<file path="src/hdl/srsw_pkg.sv">
// Types and constants shared by the selective repeat sender window.
// No dependencies.
`default_nettype none
package srsw_pkg;

  localparam int unsigned SEQ_SPACE = 16;
  localparam int unsigned SEQ_W     = 4;
  localparam logic [3:0]  WIN_MAX   = 4'(SEQ_SPACE / 2);
  localparam logic [3:0]  WIN_RESET = 4'd4;

  typedef enum logic [1:0] {
    OP_SEND    = 2'd0,
    OP_TIMEOUT = 2'd1,
    OP_ACK     = 2'd2
  } op_e;

  typedef enum logic [1:0] {
    CMD_NOP,
    CMD_SEND,
    CMD_TIMEOUT,
    CMD_ACK
  } cmd_kind_e;

  typedef enum logic [2:0] {
    ACT_NONE = 3'd0,
    ACT_SEND = 3'd1,
    ACT_RETX = 3'd2,
    ACT_FULL = 3'd3,
    ACT_ACK  = 3'd4
  } act_e;

  typedef enum logic [1:0] {
    ST_IDLE,
    ST_EXEC,
    ST_SLIDE
  } state_e;

  typedef struct packed {
    cmd_kind_e        kind;
    logic [SEQ_W-1:0] seq;
  } cmd_t;

  typedef struct packed {
    act_e             action;
    logic [SEQ_W-1:0] action_seq;
    logic [SEQ_W-1:0] window_base;
    logic [SEQ_W-1:0] next_seq;
    logic [3:0]       in_flight;
  } res_t;

endpackage
`default_nettype wire

</file>
<file path="src/hdl/srsw_front.sv">
// Front end: takes input beats, decodes them into commands and queues them.
// Depends on srsw_pkg.
`default_nettype none
module srsw_front (
  input  logic          clk_i,
  input  logic          rst_ni,
  input  logic          push,
  output logic          full,
  input  logic [1:0]    opcode_i,
  input  logic [3:0]    seq_number_i,
  input  logic          ack_valid_i,
  output logic          cmd_valid_o,
  output srsw_pkg::cmd_t cmd_o,
  input  logic          cmd_pop_i
);
  import srsw_pkg::*;

  cmd_t       q_q [2];
  cmd_t       cmd_d;
  logic       wr_q, rd_q;
  logic [1:0] cnt_q;
  logic       push_ok, pop_ok;

  always_comb begin
    cmd_d.seq  = seq_number_i;
    cmd_d.kind = CMD_NOP;
    unique case (opcode_i)
      OP_SEND:    cmd_d.kind = CMD_SEND;
      OP_TIMEOUT: cmd_d.kind = CMD_TIMEOUT;
      OP_ACK:     cmd_d.kind = ack_valid_i ? CMD_ACK : CMD_NOP;
      default:    cmd_d.kind = CMD_NOP;
    endcase
  end

  assign full        = (cnt_q == 2'd2);
  assign cmd_valid_o = (cnt_q != 2'd0);
  assign cmd_o       = q_q[rd_q];
  assign push_ok     = push && !full;
  assign pop_ok      = cmd_pop_i && cmd_valid_o;

  always_ff @(posedge clk_i) begin
    if (push_ok) begin
      q_q[wr_q] <= cmd_d;
    end
  end

  always_ff @(posedge clk_i or negedge rst_ni) begin
    if (!rst_ni) begin
      wr_q  <= 1'b0;
      rd_q  <= 1'b0;
      cnt_q <= 2'd0;
    end else begin
      if (push_ok) wr_q <= ~wr_q;
      if (pop_ok)  rd_q <= ~rd_q;
      cnt_q <= cnt_q + 2'(push_ok) - 2'(pop_ok);
    end
  end

endmodule
`default_nettype wire

</file>
<file path="src/hdl/srsw_back.sv">
// Back end: window state, command execution, base slide and result queue.
// Depends on srsw_pkg.
`default_nettype none
module srsw_back (
  input  logic           clk_i,
  input  logic           rst_ni,
  input  logic           cfg_valid_i,
  output logic           cfg_ready_o,
  input  logic [3:0]     window_size_i,
  input  logic           cmd_valid_i,
  input  srsw_pkg::cmd_t cmd_i,
  output logic           cmd_pop_o,
  output logic           empty,
  input  logic           pop,
  output srsw_pkg::res_t res_o
);
  import srsw_pkg::*;

  state_e           state_q, state_d;
  cmd_t             cmd_q;
  logic [3:0]       win_cfg_q;
  logic [SEQ_W-1:0] base_q, base_d, send_q, send_d;
  logic [SEQ_SPACE-1:0] pend_q;
  logic             pend_set, pend_clr, pend_rd;
  logic [SEQ_W-1:0] rd_addr, flight, off;
  logic [3:0]       win;
  act_e             act;
  logic [SEQ_W-1:0] aseq;
  logic             res_push, res_pop;
  res_t             res_d;
  res_t             rq_q [2];
  logic             rwr_q, rrd_q;
  logic [1:0]       rcnt_q;

  assign cfg_ready_o = 1'b1;

  always_comb begin
    if (win_cfg_q == 4'd0)        win = 4'd1;
    else if (win_cfg_q > WIN_MAX) win = WIN_MAX;
    else                          win = win_cfg_q;
  end

  assign rd_addr = (state_q == ST_SLIDE) ? base_q : cmd_q.seq;
  assign pend_rd = pend_q[rd_addr];
  assign flight  = send_q - base_q;
  assign off     = cmd_q.seq - base_q;

  always_comb begin
    state_d   = state_q;
    base_d    = base_q;
    send_d    = send_q;
    pend_set  = 1'b0;
    pend_clr  = 1'b0;
    res_push  = 1'b0;
    cmd_pop_o = 1'b0;
    act       = ACT_NONE;
    aseq      = '0;
    unique case (state_q)
      ST_IDLE: begin
        if (cmd_valid_i && rcnt_q != 2'd2) begin
          cmd_pop_o = 1'b1;
          state_d   = ST_EXEC;
        end
      end
      ST_EXEC: begin
        res_push = 1'b1;
        state_d  = ST_IDLE;
        case (cmd_q.kind)
          CMD_SEND: begin
            if (4'(flight) < win) begin
              pend_set = 1'b1;
              send_d   = send_q + 1'b1;
              act      = ACT_SEND;
              aseq     = send_q;
            end else begin
              act = ACT_FULL;
            end
          end
          CMD_TIMEOUT: begin
            if (off < flight && pend_rd) begin
              act  = ACT_RETX;
              aseq = cmd_q.seq;
            end
          end
          CMD_ACK: begin
            if (4'(off) < win && off < flight) begin
              pend_clr = 1'b1;
              res_push = 1'b0;
              state_d  = ST_SLIDE;
            end
          end
          default: act = ACT_NONE;
        endcase
      end
      ST_SLIDE: begin
        if (base_q != send_q && !pend_rd) begin
          base_d = base_q + 1'b1;
        end else begin
          res_push = 1'b1;
          act      = ACT_ACK;
          aseq     = cmd_q.seq;
          state_d  = ST_IDLE;
        end
      end
      default: state_d = ST_IDLE;
    endcase
    res_d.action      = act;
    res_d.action_seq  = aseq;
    res_d.window_base = base_d;
    res_d.next_seq    = send_d;
    res_d.in_flight   = 4'(send_d - base_d);
  end

  always_ff @(posedge clk_i or negedge rst_ni) begin
    if (!rst_ni) begin
      state_q   <= ST_IDLE;
      base_q    <= '0;
      send_q    <= '0;
      pend_q    <= '0;
      win_cfg_q <= WIN_RESET;
    end else begin
      state_q <= state_d;
      base_q  <= base_d;
      send_q  <= send_d;
      if (pend_set) pend_q[send_q]    <= 1'b1;
      if (pend_clr) pend_q[cmd_q.seq] <= 1'b0;
      if (cfg_valid_i && cfg_ready_o) win_cfg_q <= window_size_i;
    end
  end

  always_ff @(posedge clk_i) begin
    if (cmd_pop_o) cmd_q <= cmd_i;
    if (res_push)  rq_q[rwr_q] <= res_d;
  end

  // result queue
  assign empty   = (rcnt_q == 2'd0);
  assign res_o   = rq_q[rrd_q];
  assign res_pop = pop && !empty;

  always_ff @(posedge clk_i or negedge rst_ni) begin
    if (!rst_ni) begin
      rwr_q  <= 1'b0;
      rrd_q  <= 1'b0;
      rcnt_q <= 2'd0;
    end else begin
      if (res_push) rwr_q <= ~rwr_q;
      if (res_pop)  rrd_q <= ~rrd_q;
      rcnt_q <= rcnt_q + 2'(res_push) - 2'(res_pop);
    end
  end

endmodule
`default_nettype wire

</file>
<file path="src/hdl/selective_repeat_sender_window.sv">
// Top level of the selective repeat sender window.
// Depends on srsw_pkg, srsw_front and srsw_back.
//
// Input side is a queue: an event beat (opcode, seq_number, ack_valid) is
// taken when push is high and full is low. A two-entry command queue sits
// behind it, so events can be taken while the back end is busy.
// Result side is a queue: while empty is low the oldest result is on the
// result ports; pop takes it. A two-entry result queue holds results while
// the receiver stalls; once it is full the back end stops draining commands
// and full rises when the command queue fills too.
// The window size register is written over cfg_valid_i/cfg_ready_o; ready
// is always high. Write it only while the block is idle.
// The back end takes an accepted event from the command queue while idle; the
// exec state then writes its result. An accepted ack goes on to the slide
// state, which moves the base over 0 to 8 slots, reading one pending flag per
// cycle, before the result is written; the back end works on one command at a time.
// Reset: base and next sequence 0, no number outstanding, window size 4,
// both queues empty.
`default_nettype none
module selective_repeat_sender_window (
  input  logic       clk_i,
  input  logic       rst_ni,
  input  logic       push,
  output logic       full,
  input  logic [1:0] opcode_i,
  input  logic [3:0] seq_number_i,
  input  logic       ack_valid_i,
  output logic       empty,
  input  logic       pop,
  output logic [2:0] action_o,
  output logic [3:0] action_seq_o,
  output logic [3:0] window_base_o,
  output logic [3:0] next_seq_o,
  output logic [3:0] in_flight_o,
  input  logic       cfg_valid_i,
  output logic       cfg_ready_o,
  input  logic [3:0] window_size_i
);
  import srsw_pkg::*;

  logic cmd_valid, cmd_pop;
  cmd_t cmd;
  res_t res;

  srsw_front u_front (
    .clk_i       (clk_i),
    .rst_ni      (rst_ni),
    .push        (push),
    .full        (full),
    .opcode_i    (opcode_i),
    .seq_number_i(seq_number_i),
    .ack_valid_i (ack_valid_i),
    .cmd_valid_o (cmd_valid),
    .cmd_o       (cmd),
    .cmd_pop_i   (cmd_pop)
  );

  srsw_back u_back (
    .clk_i        (clk_i),
    .rst_ni       (rst_ni),
    .cfg_valid_i  (cfg_valid_i),
    .cfg_ready_o  (cfg_ready_o),
    .window_size_i(window_size_i),
    .cmd_valid_i  (cmd_valid),
    .cmd_i        (cmd),
    .cmd_pop_o    (cmd_pop),
    .empty        (empty),
    .pop          (pop),
    .res_o        (res)
  );

  assign action_o      = res.action;
  assign action_seq_o  = res.action_seq;
  assign window_base_o = res.window_base;
  assign next_seq_o    = res.next_seq;
  assign in_flight_o   = res.in_flight;

endmodule
`default_nettype wire

</file>
<file path="config.mk">
export PLATFORM = sky130hd
export DESIGN_NAME = selective_repeat_sender_window
export DESIGN_NICKNAME = d
export VERILOG_FILES = /design/src/hdl/srsw_pkg.sv /design/src/hdl/srsw_front.sv /design/src/hdl/srsw_back.sv /design/src/hdl/selective_repeat_sender_window.sv
export SDC_FILE = /design/constraint.sdc
export NUM_CORES = 1
export LEC_CHECK = 0
export BUFFER_PORTS_ARGS = -buffer_cell sky130_fd_sc_hd__buf_2
export CORE_AREA = 2 2 99 110
export DETAILED_ROUTE_END_ITERATION = 8
export DIE_AREA = 0 0 101 112
export PLACE_DENSITY_LB_ADDON = 0.3
export SLEW_MARGIN = 15
export SYNTH_ARGS = -nofsm -noshare
export SYNTH_HDL_FRONTEND = slang
export SYNTH_HIERARCHICAL = 1
export SYNTH_SLANG_ARGS = --single-unit
</file>
<file path="constraint.sdc">
create_clock -name clk_i -period 6.1 [get_ports clk_i]
set_clock_uncertainty 0.2 [all_clocks]
set_input_delay 0.305 -clock clk_i [delete_from_list [all_inputs] [get_ports clk_i]]
set_output_delay 0.305 -clock clk_i [all_outputs]
set_load 0.01 [all_outputs]
</file>
# Word level (Yosys, flattened, before mapping)
# Memories as Yosys holds them, arrays and structs flattened. A register that Yosys moved wholly into a read port is not among the register bits.
# Cells that the tools add are included.
# word_totals
reg_bits	38
ramBits	50
input_bits	16
out_inout_bits	22
wordCells	117
mem_count	2
# memory_table
name	depth	word_bits	read_ports	rd_ports_with_merged_regs	write_ports	line_no	source
u_back.rq_q	2	19	1	0	1	srsw_back.sv:31	res_t rq_q [2];
u_front.q_q	2	6	1	1	1	srsw_front.sv:18	cmd_t q_q [2];
# classes
add_sub_neg	9
n_lt_le_gt_ge	9
n_eq_ne	12
muxes	49
bitwise_logic	7
reduce_logical	18
# op_table
op	count
two-way mux 4 bit	11
two-way mux 16 bit	2
two-way mux 1 bit	18
AND 16 bit	1
NOT 16 bit	1
bitwise OR 16 bit	1
case mux 4 bit (2 select lines)	2
less-than comparator 4 x 5 -> 1 bit, second input constant	3
two-way mux 2 bit	7
less-than comparator 4 bit	3
case mux 2 bit (3 select lines)	2
case mux 3 bit (2 select lines)	2
subtractor 4 bit	3
== test 2 bit, second input constant	5
logical AND 1 bit	9
adder 4 x 1 -> 4 bit, second input constant	2
demux 1 bit (select 4 bit)	2
>= comparator 4 x 1 -> 1 bit, second input constant	2
== test 2 x 1 -> 1 bit, second input constant	3
logical NOT 2 bit	3
adder 2 x 1 -> 2 bit	2
binary-select mux 1 bit (select 4 bit)	1
greater-than comparator 4 bit, second input constant	1
logical NOT 4 bit	1
10 further kinds	17

# Depth between registers and ports, before layout
# Gate-level depths: netlist (run 1).
# logic_depth
ltp_word	10
depth_mapped	20
depth_no_buf	20

# Cells and area by module
# The synthesis (run 1) kept the hierarchy.
# by_module_without_submodules
module	instances	cells_per_inst	area_each_um2	seq_area_each_um2
srsw_back	1	367	4342.9	2173.3
srsw_front	1	42	660.6	460.4

# Worst setup path before layout (run 1)
# No wires, ideal clock.
# synth_path
kind	register to register
start	register u_back.base_q[2]
end	memory u_back/rq_q[1][0] (netlist name) (enable)
t_arrival_ps	3750
t_required_ps	5476
slack_ps	1726
path_stages_with_launch	14
path_cell_list	dfrtp_1 -> inv_1 -> ha_1 -> nand2_1 -> o21ai_0 -> xor2_1 -> inv_1 -> ha_1 -> inv_1 -> o21ai_0 -> o21ai_0 -> a31oi_1 -> nand2_1 -> a21boi_0
# synth_via
elab_chain_cells	9
word_cells_on_any_way	17
classes_between	add/sub (2); order compare (2); eq/ne (1); mux (9); reduce/logical (3)
# synth_rtl
item	line_no	source
from (decl)	srsw_back.sv:22	logic [SEQ_W-1:0] base_q, base_d, send_q, send_d;
from (signal assigned)	srsw_back.sv:123	base_q <= base_d;
parallel branches: the longest is 6 deep, another holds subtractor 4 bit	-	
case mux 1 bit (2 select lines) (*)	srsw_back.sv:58	unique case (state_q)
two-way mux 1 bit (*)	srsw_back.sv:133	if (res_push) rq_q[rwr_q] <= res_d;
two-way mux 1 bit (implied by the code) (*)	srsw_back.sv:133	
to (decl)	srsw_back.sv:31	
# Mark *: on every way between the ends. The select of a mux whose other input is x is not followed.

==> results of run 1 <==
[power by group]
group	switching [mW]	total, mW	internal [mW]
Combinational	0.789	1.36	0.575
Sequential	0.188	1.13	0.942
Clock	0.238	0.556	0.319
[layout make-up]
type                            count  area, um^2  area share
Timing Repair Buffer               47         285      0.0503
Clock buffer                       11         233      0.0410
Clock inverter                      5        58.8      0.0104
Sequential cell                    94        2630       0.464
Tap cell                          123         154      0.0271
Inverter                           38         143      0.0251
Multi-Input combinational cell    259        2170       0.382
[worst max-delay path, stage by stage (launching register included)]
cell      delay (ps)
dfrtp_1          430
inv_1            150
ha_1             190
inv_1             50
fa_1             370
xor2_1           190
ha_1             280
o21ai_0           70
a31o_2           230
a211oi_1         340
a21oi_1          170
ha_1             310
nand2_1           50
o21ai_0          170
inv_1            100
ha_1             180
inv_1             50
a21o_1           170
a21oi_1          160
xor2_1           170
xnor3_1          250
[cell families after synthesis]
logic type               after synthesis  share of synthesized area
AO/OA/AOI/OAI                         84                      0.117
AND/OR/NAND/NOR                       78                     0.0788
XOR/XNOR                              21                     0.0410
adder cells (fa/ha/maj)               36                     0.0943
other                                  1                   0.000749
multiplexers                          39                     0.0960
buffers and inverters                 56                     0.0463
flip-flops                            94                      0.526
[state kept, by name, summed over array words and instances (netlist names)]
| name | flops |
|---|---|
| u_back/rq_q | 38 |
| u_back/pend_q | 16 |
| u_front/q_q | 12 |
| u_back/cmd_q | 6 |
| u_back/base_q | 4 |
| u_back/send_q | 4 |
| u_back/win_cfg_q | 4 |
| u_back/rcnt_q | 2 |
| u_back/state_q | 2 |
| u_front/cnt_q | 2 |
| u_back/rrd_q | 1 |
| u_back/rwr_q | 1 |
| u_front/rd_q | 1 |
| u_front/wr_q | 1 |
[metal layers]
layer	track usage	up-vias	routed length, um
li1	-	1564	-
met1	0.243	1603	4400
met2	0.331	103	5180
met3	0.0377	20	456
met4	0.0910	0	253
met5	0	-	0
[Yosys cell counts, types with 2 or more instances]
cell / count
a21oi_1: 26
a21o_1: 5
o211ai_1: 2
nand2_1: 23
edfxtp_1: 56
xnor2_1: 10
nand4_1: 2
nor2b_1: 2
nor3_1: 3
a211oi_1: 2
fa_1: 3
o21ai_0: 10
nor3b_1: 2
buf_4: 2
nand3_1: 10
o221ai_1: 4
nand3b_1: 3
a41oi_1: 8
buf_2: 4
xor2_1: 9
clkbuf_1: 9
nor2_1: 18
ha_1: 32
and3_1: 3
dfrtp_1: 37
inv_1: 38
nand2b_1: 3
o21ai_2: 2
mux2_2: 31
a31oi_1: 11
nor4_1: 2
mux2i_1: 3
mux4_2: 3
[worst max path at each step]
stage / depth (start not counted) / startpoint / end / slack (ps)
global route: 20 / u_back/send_q[0] / u_back/rq_q[0][3] / 1180
floorplan: 13 / u_back/base_q[2] / u_back/rq_q[1][0] / 1730
global placement: 20 / u_back/send_q[0] / u_back/rq_q[0][3] / 1730
CTS: 20 / u_back/send_q[0] / u_back/rq_q[0][3] / 1560
detailed placement: 20 / u_back/send_q[0] / u_back/rq_q[0][3] / 1590
finish: 20 / u_back/send_q[0] / u_back/rq_q[0][3] / 1560
==> results_dict.tcl, run 1 <==
set metrics [dict create \
    fin_cells 577 \
    setup-tns-final_ps 0 \
    start_util 0.488 \
    gr-total-overflow 0 \
    fmax_mhz 220 \
    holdPathStages 2 \
    synth_top_area_frac 0.336 \
    grt_max_degree 39 \
    rows 39 \
    ir_worst_vdd_mv 0.253 \
    layout_common_cells "edfxtp_1, inv_1, dfrtp_1" \
    startpoint_type "flip-flop" \
    wl_um 10300 \
    yosys.area.top_type "edfxtp_1" \
    cts_buffer_depth 2 \
    rsz0062_at_grt "no" \
    ys_seq_elements 94 \
    p_per_area_nw_per_um2 538 \
    place_congestion 0.852 \
    synth_cell_types 64 \
    drcViolationCount 0 \
    vias 3290 \
    routedWlPerCell_um 17.8 \
    worst_hold_slack_ps 18.5 \
    synth_edf_count 56 \
    place_ws_ps 1590 \
    setup_viol 0 \
    worst_ep_arrival_time_ps 4430 \
    numPortBuffers 36 \
    core_region_area_um2 10200 \
    final_max_slew_viol_count 0 \
    layout_worst_path_cycle_share 0.745 \
    die_w_um 101 \
    netlist_instances 409 \
    relSlewSlack 0.384 \
    hold_start "cfg_valid_i" \
    clk_pin_slew_ps 60 \
    cts_root_buf "clkbuf_16" \
    holdBufCountCts 9 \
    fin_area_um2 5670 \
    first_pass_iters 5 \
    path_class "flip-flop to flip-flop" \
    postPlaceCellArea_um2 5280 \
    holdCritPathClass "primary input to flip-flop" \
    reg2regPathDepth 20 \
    cts_tree "built" \
    place_inst 552 \
    min_to "u_back/win_cfg_q[3]" \
    drtAntennaViolNets 0 \
    drive_gt1_frac 0.225 \
    cts_sinks 94 \
    reg2reg_from "u_back/send_q[0]" \
    synth.avg_cell_area_um2 12.2 \
    synth_warnings 6 \
    fin_ws_ps 1560 \
    timing.rr.end "u_back/rq_q[0][3]" \
    crit_fanout 5 \
    power_mw 3.05 \
    p_leak_nw 2.33 \
    grt_pass1_wl_um 16800 \
    worstSkewPairLatency_ps 350 \
    synthTopCellsByArea "edfxtp_1, dfrtp_1, ha_1" \
    nNetsFinal 500 \
    die_area_um2 11300 \
    place_hpwl_um 7250 \
    syn-cell-area_um2 5000 \
    tightest_slew_ps 924 \
    synth_ff_type "edfxtp_1" \
    nFillCells 867 \
    endpoint_kind "flip-flop" \
    cts_buffers 9 \
    die_h_um 112 \
    cap_violations 0 \
    cts-htree-levels 3 \
    ff2ff_setup_slack_ps 1560 \
    cts_setup_buffers 0 \
    viasPerCell 5.70 \
    syn_nets 460 \
    drtIter0Drc 363 \
    cts_resized 0 \
    grt_antenna_before_repair 0 \
    hold_viol 0 \
    status "completed" \
    async_reset_ff_frac 0.404 \
    ys_seq_area_frac 0.526 \
    mostFrequentLayoutCell "edfxtp_1" \
    antenna-diode-count 0 \
    post-route-util 0.554 \
    cp.required_ps 5980 \
    synthToLayoutAreaGrowth_pct 13.4 \
    min_period_ps 4540 \
    grt_usage 0.196 \
    grt_pass1_vias 3382 \
    ioPinCount 38 \
]
No activity file was read; power rests on OpenSTA's default activity.
==> run 2: changes to the inputs <==
--- a/config.mk
+++ b/config.mk
@@ -5,10 +5,11 @@
 export SDC_FILE = /design/constraint.sdc
 export NUM_CORES = 1
 export LEC_CHECK = 0
+export ABC_AREA = 1
 export BUFFER_PORTS_ARGS = -buffer_cell sky130_fd_sc_hd__buf_2
-export CORE_AREA = 2 2 99 110
+export CORE_AREA = 2 2 100 112
 export DETAILED_ROUTE_END_ITERATION = 8
-export DIE_AREA = 0 0 101 112
+export DIE_AREA = 0 0 102 114
 export PLACE_DENSITY_LB_ADDON = 0.3
 export SLEW_MARGIN = 15
 export SYNTH_ARGS = -nofsm -noshare
==> constraint.sdc (replaced) <==
create_clock -name clk_i -period 4.57 [get_ports clk_i]
set_clock_uncertainty 0.2 [all_clocks]
set_input_delay 0.2285 -clock clk_i [delete_from_list [all_inputs] [get_ports clk_i]]
set_output_delay 0.2285 -clock clk_i [all_outputs]
set_load 0.01 [all_outputs]
==> run 2 against run 1 <==
Net effect: largest cell class unchanged; die area rose by 2.8%; via count rose by 19%; hold slack improved by 7.8 ps; sequential cell count did not move; largest power group unchanged; critical endpoint is now u_back/rq_q[1][3]; sequential share of layout area fell by 2.1 points; clock power rose by 36%; critical path depth rose by 3.
==> results_dict.tcl, run 2 <==
set metrics [dict create \
    synth_edf_count 56 \
    cts_root_buf "clkbuf_16" \
    core_region_area_um2 10600 \
    post-synth-top-count-cell "nand2_1" \
    holdCritPathClass "primary input to flip-flop" \
    status "completed" \
    postPlaceCellArea_um2 5480 \
    grt_pass1_vias 3853 \
    nFillCells 988 \
    synth_warnings 6 \
    fin_cells 796 \
    routedWlPerCell_um 14.0 \
    drcViolationCount 0 \
    final_max_slew_viol_count 0 \
    cts_resized 0 \
    endpoint_kind "flip-flop" \
    ff_latch_area_um2 2630 \
    path_class "flip-flop to flip-flop" \
    relSlewSlack 0.374 \
    wl_um 11100 \
    synth.avg_cell_area_um2 8.78 \
    place_hpwl_um 8150 \
    syn-cell-area_um2 5170 \
    antenna-diode-count 0 \
    synth_top_area_frac 0.325 \
    cts_tree "built" \
    numPortBuffers 36 \
    netlist_instances 589 \
    cp_slowest_cell "dfrtp_1" \
    synthMuxAreaShare 0.00435 \
    gr-total-overflow 0 \
    p_per_area_nw_per_um2 796 \
    layout_worst_path_cycle_share 0.869 \
    startpoint "u_back/send_q[0]" \
    fin_area_um2 5940 \
    rows 40 \
    mostFrequentLayoutCell "nand2_1" \
    ir_worst_vdd_mv 0.370 \
    ioPinCount 38 \
    fin_ws_ps 597 \
    crit_fanout 6 \
    crit_buf_inv 5 \
    cap_violations 0 \
    synth_cell_types 39 \
    cpPeakStageDelay_ps 420 \
    largest_register "u_back/rq_q" \
    synth_xor_area_frac 0.0235 \
    synth_ff_type "edfxtp_1" \
    synthTopCellsByCount "nand2_1, inv_1, edfxtp_1" \
    ys_seq_elements 94 \
    first_pass_iters 5 \
    synthAdderAreaFrac 0.0890 \
    crit_chain "inv_1 > ha_1 > inv_1 > fa_1 > xnor2_1 > inv_1 > ha_1 > nand2_1 > nand3_1 > nand2_2 > nand2_1 > inv_1 > nand2_1 > xor2_1 > ha_1 > nand2_1 > nand2_1 > a31oi_1 > inv_1 > nand3_1 > nand2_1 > nand2_1 > nand2_1" \
    crit_family "adder cells" \
    synth_top_family_by_area "simple AND/OR/NAND/NOR gates" \
    largest_reg_flops 38 \
    setup_viol 0 \
    place_ws_ps 610 \
    place_congestion 0.858 \
    vias 3915 \
    drtAntennaViolNets 0 \
    p_leak_nw 2.92 \
    tightest_slew_ps 939 \
    worst_ep_arrival_time_ps 3870 \
    cts_buffer_depth 2 \
    place_inst 764 \
    die_w_um 102 \
    syn_nets 640 \
    rsz0062_at_grt "no" \
    min_period_ps 3970 \
    viasPerCell 4.92 \
    hold_start "pop" \
    cts-htree-levels 3 \
    grt_max_degree 39 \
    grt_pass1_wl_um 18600 \
    largestRegisters "u_back/rq_q x38, u_back/pend_q x16, u_front/q_q x12" \
    async_reset_ff_frac 0.404 \
    multi_input_area_um2 2100 \
    clk_pin_slew_ps 70 \
    ys_seq_area_frac 0.509 \
    startpoint_type "flip-flop" \
    synthTopCellsByArea "edfxtp_1, dfrtp_1, nand2_1" \
    yosys.area.top_type "edfxtp_1" \
    setup-tns-final_ps 0 \
    synth-simple-area-share 0.245 \
    synth_compound_gate_area_share 0.0421 \
    cts_buffers 9 \
    cp.required_ps 4470 \
    fmax_mhz 252 \
    layout_common_cells "nand2_1, inv_1, edfxtp_1" \
    grt_usage 0.209 \
    cp_common_cell "nand2_1" \
    worstSkewPairLatency_ps 350 \
    nNetsFinal 695 \
    start_util 0.488 \
    die_h_um 114 \
    reg2reg_from "u_back/send_q[0]" \
    grt_antenna_before_repair 0 \
    die_area_um2 11600 \
    hold_viol 0 \
    cts_sinks 94 \
    drive_gt1_frac 0.126 \
    drtIter0Drc 257 \
    synthToLayoutAreaGrowth_pct 14.8 \
]
## run 2: changes by cell type in the layout (fill, tap and decap cells not counted), moves of 16 or more
cell | previous run | this run
o21ai_0 | 10 | 26
mux2_2 | 31 | 2
nand3_1 | 10 | 38
a21oi_1 | 25 | 4
nand2_1 | 23 | 205
inv_1 | 38 | 93
## run 2: power by group
group	internal [mW]	leakage [nW]	switching (mW)
clock network	0.440	0.144	0.317
logic	0.872	1.77	1.58
registers	1.31	1.00	0.206
total	2.62	2.92	2.11
## run 2: what timing repair did
action                                 CTS  global route
hold buffers                            16             0
buffers inserted                         0             0
endpoints found under the hold margin   50             0
## run 2: worst paths after layout
path                                     endpoint  slack [ps]  cells past startpoint
worst min register to register   u_front/cnt_q[0]         320                      1
worst max-delay path            u_back/rq_q[1][3]         600                     23
worst max register to register  u_back/rq_q[1][3]         600                     23
max in group asynchronous        u_back/send_q[1]        3210                      2
min in group asynchronous            u_front/wr_q         350                      2
worst min-delay path                 u_back/rrd_q          30                      3
## run 2: final cells by class
type	count	area share
inverters	96	0.0609
well taps	147	0.0310
flip-flops and latches	94	0.443
multi-input cells	388	0.353
clock inverters	5	0.00990
clock buffers	11	0.0409
repair buffers	55	0.0611
## run 2: metrics by stage
stage	power, mW	hold WS (ps)	util
after detailed placement	3.96	220	0.516
after global placement	3.87	216	0.516
final	4.73	26.2	0.560
after CTS	4.75	22.5	0.560
after floorplan	3.28	-267	-
after global routing	5.18	36.2	0.560
## run 2: cell families after synthesis
family          Yosys count
simple gates            297
buf+inv                 107
flops                    94
compound gates           40
fa+ha+maj                35
xor+xnor                 13
mux                       2
other cells               1
## run 2: worst min-delay path, delay by kind of cell
family / cells / cell delay, ps
AO/OA/AOI/OAI: 1 / 130
buffers and inverters: 1 / 90
XOR/XNOR: 1 / 90
## run 2: metal layers
metal	global-route usage	wire length (um)	part of all wire	up-vias
met1	0.262	4860	0.44	1853
met3	0.0411	431	0.039	12
met2	0.366	5670	0.51	80
met4	0.0604	158	0.014	0
met5	0	0	0	-
li1	-	-	-	1970
